### config.mk
export PLATFORM = sky130hd
export DESIGN_NAME = bmo_ram
export DESIGN_NICKNAME = d
export VERILOG_FILES = /design/src/rtl/bmo_ram.sv
export SDC_FILE = /design/constraint.sdc
export NUM_CORES = 1
export LEC_CHECK = 0
export BUFFER_PORTS_ARGS = -buffer_cell sky130_fd_sc_hd__buf_2
export CORE_ASPECT_RATIO = 0.5
export CORE_UTILIZATION = 50
export DETAILED_ROUTE_END_ITERATION = 7
export PLACE_DENSITY = 0.65
export SLEW_MARGIN = 5
export SYNTH_ARGS = -nofsm -noshare
export SYNTH_HDL_FRONTEND = slang
export SYNTH_SLANG_ARGS = --single-unit
### constraint.sdc
create_clock -name clk -period 5.1 [get_ports clk]
set_input_delay 1.02 -clock clk [delete_from_list [all_inputs] [get_ports clk]]
set_output_delay 1.02 -clock clk [all_outputs]
set_load 0.01 [all_outputs]
### src/rtl/bmo_ram.sv
// Generic single-write, single-read RAM with a registered, enabled read port.
// No dependencies.
module bmo_ram #(
    parameter int WIDTH = 20,
    parameter int DEPTH = 64,
    localparam int AW = (DEPTH > 1) ? $clog2(DEPTH) : 1
) (
    input  logic             clk,
    input  logic             we,
    input  logic [AW-1:0]    waddr,
    input  logic [WIDTH-1:0] wdata,
    input  logic             re,
    input  logic [AW-1:0]    raddr,
    output logic [WIDTH-1:0] rdata
);

    logic [WIDTH-1:0] mem [DEPTH];
    logic [WIDTH-1:0] rdata_reg;

    always_ff @(posedge clk)
    begin
        if (we)
        begin
            mem[waddr] <= wdata;
        end
        if (re)
        begin
            rdata_reg <= mem[raddr];
        end
    end

    assign rdata = rdata_reg;

endmodule

==> impl_summary.log, run 1 <==
INFO  metric run_status = finished clean
INFO  metric post_synth.cell_area_avg = 22.2 um2
INFO  metric syn-instance-count = 2243
INFO  metric warning_count_from_the_yosys_run = 0
INFO  metric finalHoldViolations = 0
INFO  metric clk_transition_reported_paths = 0.06 ns
INFO  metric synth_top_cell_by_area = sky130_fd_sc_hd__edfxtp_1
INFO  metric grt_max_degree = 69
INFO  metric synth_largest_type_area_fraction = 0.786
INFO  metric grt_pass1_wl = 169000 um
INFO  metric post_cts.repair.setup_buffers = 0
INFO  metric finalInstanceArea = 55900 um2
INFO  metric fin_worst_skew = 0.0286 ns
INFO  metric 1st_pass_router_iterations = 5
INFO  metric achievable-frequency = 0.288 GHz
INFO  metric setup_slack = 1.63 ns
INFO  metric critical_path.max_fanout = 42
INFO  metric route.vias.total = 23675
INFO  metric placeableCoreArea = 98100 um2
INFO  metric final.setup.tns = 0 ns
INFO  metric place_congestion = 0.827
INFO  metric pwr_density_cell = 385 nW/um2
INFO  metric floorplan.die.height = 225 um
INFO  metric numClockSinks = 1300
INFO  metric tritoncts = yes
INFO  metric vias_per_cell = 6.19
INFO  metric dp.final_hpwl = 67900 um
INFO  metric synth.top_cells.by_area = sky130_fd_sc_hd__edfxtp_1, sky130_fd_sc_hd__mux4_2, sky130_fd_sc_hd__mux2i_1, sky130_fd_sc_hd__a22oi_1, sky130_fd_sc_hd__o22ai_1
INFO  metric area_growth = 12.5%
INFO  metric cts-resized-gates = 0
INFO  metric i_o_pin_total = 55
INFO  metric drc = 0
INFO  metric dr.first_iter.drc_count = 3149
INFO  metric post-place-ws = 0.982 ns
INFO  metric fin_total_pwr = 21.5 mW
INFO  metric number_of_buffers_added_on_ports = 54
INFO  metric synthesis.area = 49700 um2
INFO  metric final_net_count = 2433
INFO  metric finalSetupViolCount = 0
INFO  metric critical_path_arrival = 3.94 ns
INFO  metric final_antenna_net_count = 0
INFO  metric placedInstanceArea = 52200 um2
INFO  metric cellLeakagePower = 17.8 nW
INFO  metric start_kind = input port
INFO  metric max_cap_violations = 0
INFO  metric final_design_utilization = 0.570
INFO  metric routedWlPerCell = 31.2 um
INFO  metric synth_edf_count = 1300
INFO  metric grt_usage = 0.240
INFO  metric yosys.cell_count.top_type = sky130_fd_sc_hd__edfxtp_1
INFO  metric postSynth.topFlopCell = sky130_fd_sc_hd__edfxtp_1
INFO  metric layout_worst_path_cycle_share = 0.681
INFO  metric number_of_flip_flops_in_the_largest_register = 1280
INFO  metric flip_flop_and_latch_count_after_synthesis = 1300
INFO  metric nFillCells = 7113
INFO  metric rsz0062_at_grt = false
INFO  metric worst_slew_pin_slew = 1.38 ns
INFO  metric htree_levels = 3
INFO  metric hp-class = in -> reg
INFO  metric routed_wire_length = 119000 um
INFO  metric die_area = 101000 um2
INFO  metric maxSlewViolCount = 0
INFO  metric clock_tree.buffer_depth = 3
INFO  metric synth.yosys.seq_area_share = 0.786
INFO  metric start_util = 0.507
INFO  metric finalWorstPathRequiredPeriod = 3.47 ns
INFO  metric ys_async_sr_fraction = 0
INFO  metric criticalPathCategory = in -> reg
INFO  metric synth.top_cells.by_count = sky130_fd_sc_hd__edfxtp_1, sky130_fd_sc_hd__mux4_2, sky130_fd_sc_hd__mux2i_1
INFO  metric tritoncts.num_buffers = 112
INFO  metric drive_above_1_share = 0.270
INFO  metric root_driver = sky130_fd_sc_hd__clkbuf_16
INFO  metric cp_data_required_time = 5.57 ns
INFO  metric max_slew_margin = 0.0712
INFO  metric cts_hold_buf = 0
INFO  metric grt_pass1_vias = 23216
INFO  metric row_count = 81
INFO  metric fp.dieW = 448 um
INFO  metric ir_worst_vdd = 0.267 mV
INFO  metric grt_antenna_before_repair = 5
INFO  metric grt_overflow = 0
INFO  metric clk_latency = 0.73 ns
INFO  metric netlist-cell-type-count = 35
INFO  metric cp-end-kind = register
INFO  metric syn_nets = 2278
## cell type report
class	count	area (um2)	share of cell area
flip-flops and latches	1300	39000	0.698
multi-input cells	814	10300	0.184
clock buffers	135	3000	0.0536
well taps	1328	1660	0.0297
repair buffers	169	1280	0.0228
clock inverters	73	663	0.0119
diodes	5	12.5	0.000224
inverters	1	3.75	0.0000671
## per-stage QoR
stage | hold slack (ns) | std cells
after floorplan | 0.766 | 2243
after global placement | 0.837 | 3611
after detailed placement | 0.860 | 3611
after CTS | 0.596 | 3819
after global routing | 0.637 | 3820
final | 0.638 | 3825
## path summary, 6_finish.rpt
kind,endpoint,cells past startpoint,slack (ns),from
worst max-delay path,rdata[16],7,1.63,raddr[1]
worst min-delay path,mem[27][16],1,0.64,wdata[16]
worst max register to register,rdata[9],6,2.60,mem[57][9]
worst min register to register,rdata[18],4,0.86,mem[58][18]
## cells in the final DEF, fill, tap and decap left out, types with 3 or more instances in the layout
master / Yosys / routed
sky130_fd_sc_hd__a21o_1: 15 / 15
sky130_fd_sc_hd__a21oi_1: 3 / 3
sky130_fd_sc_hd__a22oi_1: 64 / 64
sky130_fd_sc_hd__a31oi_1: 32 / 32
sky130_fd_sc_hd__and3_1: 16 / 16
sky130_fd_sc_hd__buf_12: 0 / 9
sky130_fd_sc_hd__buf_2: 48 / 50
sky130_fd_sc_hd__buf_4: 22 / 107
sky130_fd_sc_hd__bufinv_16: 0 / 11
sky130_fd_sc_hd__clkbuf_1: 49 / 18
sky130_fd_sc_hd__clkbuf_16: 0 / 117
sky130_fd_sc_hd__clkinv_1: 0 / 26
sky130_fd_sc_hd__clkinv_2: 0 / 19
sky130_fd_sc_hd__clkinv_4: 0 / 3
sky130_fd_sc_hd__clkinvlp_4: 0 / 9
sky130_fd_sc_hd__diode_2: 0 / 5
sky130_fd_sc_hd__edfxtp_1: 1300 / 1300
sky130_fd_sc_hd__inv_6: 0 / 4
sky130_fd_sc_hd__mux2_2: 6 / 6
sky130_fd_sc_hd__mux2i_1: 184 / 184
sky130_fd_sc_hd__mux4_2: 264 / 264
sky130_fd_sc_hd__nand2_1: 12 / 12
sky130_fd_sc_hd__nand2b_1: 6 / 6
sky130_fd_sc_hd__nand3_1: 6 / 6
sky130_fd_sc_hd__nand3b_1: 4 / 4
sky130_fd_sc_hd__nor2_1: 74 / 11
sky130_fd_sc_hd__nor2_2: 0 / 42
sky130_fd_sc_hd__nor2_4: 0 / 21
sky130_fd_sc_hd__nor2b_1: 7 / 5
sky130_fd_sc_hd__nor3_1: 6 / 4
sky130_fd_sc_hd__o21ai_0: 32 / 30
sky130_fd_sc_hd__o22ai_1: 52 / 52
sky130_fd_sc_hd__o31ai_1: 15 / 15
## critical path, cell delays in order
cell	delay, ns
sky130_fd_sc_hd__clkbuf_8	0.45
sky130_fd_sc_hd__nor2b_4	0.60
sky130_fd_sc_hd__buf_4	0.36
sky130_fd_sc_hd__a22oi_1	0.11
sky130_fd_sc_hd__a31oi_1	0.38
sky130_fd_sc_hd__o21ai_1	0.52
sky130_fd_sc_hd__and3_1	0.38
## routing by layer
layer | global-route usage | wire length, um | vias up
met3 | 0.0535 | 11000 | 163
li1 | - | - | 9825
met2 | 0.356 | 54300 | 1104
met5 | 0 | 0 | -
met4 | 0.0575 | 2450 | 0
met1 | 0.365 | 51500 | 12583
## logic make-up after synthesis
logic type | count (synthesis) | share of synthesized area
buffers and inverters | 129 | 0.0137
multiplexers | 454 | 0.158
flip-flops | 1300 | 0.786
AO/OA/AOI/OAI | 220 | 0.0295
AND/OR/NAND/NOR | 140 | 0.0132
## power breakdown
| part | internal (mW) | switching [mW] |
|---|---|---|
| clock | 4.74 | 3.80 |
| combinational | 0.387 | 0.701 |
| sequential | 11.8 | 0.0368 |
| total | 17.0 | 4.54 |
Power figures use the tool's default switching activity.
==> inputs of run 2 (changes only) <==
- PLACE_DENSITY: 0.65 -> 0.68
- clock period: 5.1 -> 2.85 ns (I/O delays scaled with it)
==> impl_summary.log, run 2 (synthesis gave the netlist of run 1 again) <==
INFO  metric cellLeakagePower = 18.7 nW (+5.0%)
INFO  metric clk_latency = 0.72 ns (about the same)
INFO  metric run_status = finished clean
INFO  metric critical_path.max_fanout = 36 (-14%)
INFO  metric criticalPathCategory = in -> reg
INFO  metric wp_buf_inv = 3 (+1)
INFO  metric critical_path.top_delay_family = compound AO/OA/AOI/OAI gates
INFO  metric multi_input_area = 10200 um2 (-0.85%)
INFO  metric finalSetupViolCount = 0 (unchanged)
INFO  metric drc = 0 (unchanged)
INFO  metric htree_levels = 3 (unchanged)
INFO  metric place_congestion = 0.846 (+2.3%)
INFO  metric fin_worst_skew = 0.0209 ns (-0.00767 ns)
INFO  metric numClockSinks = 1300 (unchanged)
INFO  metric hp-class = in -> reg
INFO  metric grt_pass1_wl = 173000 um (+2.5%)
INFO  metric cts-resized-gates = 0 (unchanged)
INFO  metric cpPeakStageDelay = 0.59 ns (about the same)
INFO  metric rsz0062_at_grt = false
INFO  metric area_growth = 15.4%
INFO  metric drive_above_1_share = 0.306 (+0.0353)
INFO  metric layout.cells.most_common = sky130_fd_sc_hd__edfxtp_1
INFO  metric cp-end-kind = register
INFO  metric grt_pass1_vias = 24046 (+3.6%)
INFO  metric worst_slew_pin_slew = 1.36 ns (-0.0222 ns)
INFO  metric grt_antenna_before_repair = 7 (+2)
INFO  metric grt_overflow = 0 (unchanged)
INFO  metric placedInstanceArea = 53700 um2 (+2.8%)
INFO  metric achievable-frequency = 0.367 GHz
INFO  metric tritoncts = yes
INFO  metric tritoncts.num_buffers = 111 (-0.89%)
INFO  metric die_area = 101000 um2 (unchanged)
INFO  metric finalHoldViolations = 0 (unchanged)
INFO  metric dr.first_iter.drc_count = 3366 (+6.9%)
INFO  metric nFillCells = 6937 (-2.5%)
INFO  metric row_count = 81 (unchanged)
INFO  metric vias_per_cell = 6.17 (-0.28%)
INFO  metric finalInstanceArea = 57400 um2 (+2.6%)
INFO  metric final_antenna_net_count = 0 (unchanged)
INFO  metric i_o_pin_total = 55 (unchanged)
INFO  metric floorplan.die.height = 225 um (unchanged)
INFO  metric fp.dieW = 448 um (unchanged)
INFO  metric clock_tree.buffer_depth = 3 (unchanged)
INFO  metric routedWlPerCell = 30.5 um (-2.0%)
INFO  metric layout_worst_path_cycle_share = 0.957
INFO  metric placeableCoreArea = 98100 um2 (unchanged)
INFO  metric finalWorstPathRequiredPeriod = 2.73 ns
INFO  metric grt_max_degree = 76 (+10%)
INFO  metric route.vias.total = 24467 (+3.3%)
INFO  metric grt_usage = 0.244 (+0.00436)
INFO  metric cp_data_required_time = 3.32 ns (-2.25 ns)
INFO  metric post_cts.repair.setup_buffers = 0 (unchanged)
INFO  metric final_net_count = 2574 (+5.8%)
INFO  metric cts_hold_buf = 0 (unchanged)
INFO  metric crit_chain = buf_8, buf_12, buf_4, mux2i_1, a22oi_1, a31oi_1, o21ai_0, and3_1
INFO  metric final_cell_mix = sky130_fd_sc_hd__edfxtp_1, sky130_fd_sc_hd__mux4_2, sky130_fd_sc_hd__buf_4, sky130_fd_sc_hd__mux2i_1, sky130_fd_sc_hd__clkbuf_16
INFO  metric routed_wire_length = 121000 um (+1.5%)
INFO  metric number_of_buffers_added_on_ports = 54 (unchanged)
INFO  metric critPathSlowestCell = sky130_fd_sc_hd__o21ai_0
INFO  metric ir_worst_vdd = 0.492 mV (+84%)
INFO  metric start_util = 0.507 (unchanged)
INFO  metric start_kind = input port
INFO  metric clk_transition_reported_paths = 0.07 ns (about the same)
INFO  metric max_cap_violations = 0 (unchanged)
INFO  metric max_slew_margin = 0.0862 (+0.0149)
INFO  metric pwr_density_cell = 675 nW/um2 (+75%)
INFO  metric setup_slack = 0.123 ns (-1.50 ns)
INFO  metric maxSlewViolCount = 0 (unchanged)
INFO  metric 1st_pass_router_iterations = 5 (unchanged)
INFO  metric critical_path_arrival = 3.19 ns (-0.75 ns)
INFO  metric root_driver = sky130_fd_sc_hd__clkbuf_16
INFO  metric dp.final_hpwl = 73500 um (+8.3%)
INFO  metric ff_latch_area = 39000 um2 (unchanged)
INFO  metric number_of_flip_flops_in_the_largest_register = 1280 (unchanged)
INFO  metric post-place-ws = -0.501 ns (-1.48 ns)
[run 2: through the flow]
| stage | setup TNS (ns) | util | instances | power, mW | hold WS [ns] |
|---|---|---|---|---|---|
| finish | 0 | 0.585 | 3964 | 38.7 | 0.237 |
| global route | 0 | 0.585 | 3961 | 39.7 | 0.196 |
| CTS | 0 | 0.585 | 3960 | 38.9 | 0.181 |
| detailed placement | -3.45 | 0.547 | 3753 | 23.8 | 0.946 |
| global placement | -3.45 | 0.547 | 3752 | 23.8 | 0.934 |
| floorplan | 0 | - | 2243 | 22.7 | 0.669 |
[run 2: layer usage]
layer  vias up  GRT usage  part of all wire
li1      10069          -                 -
met1     13017      0.362              0.41
met2      1223      0.369              0.46
met3       158     0.0603              0.11
met4         0     0.0547             0.022
met5         -          0                 0
[run 2: final cells by class]
type	count	area share
Inverter	1	0.0000654
Clock buffer	133	0.0517
Tap cell	1328	0.0290
Timing Repair Buffer	311	0.0491
Antenna cell	3	0.000131
Multi-Input combinational cell	814	0.177
Sequential cell	1300	0.680
Clock inverter	74	0.0121
[run 2: power by group]
group          switching, mW  internal [mW]  total [mW]  leakage, nW
clock network           6.67           8.65        15.3         1.79
registers             0.0659           21.2        21.3         11.7
logic                   1.29          0.856        2.15         5.16
total                   8.03           30.7        38.7         18.7
[run 2: worst paths after layout]
path / cells after the start / end / startpoint / slack (ns)
setup / recovery: 8 / rdata[15] / raddr[0] / 0.12
hold / removal: 1 / mem[25][11] / wdata[11] / 0.24
setup reg to reg: 5 / rdata[15] / mem[29][15] / 0.61
hold reg to reg: 5 / rdata[0] / mem[59][0] / 0.98
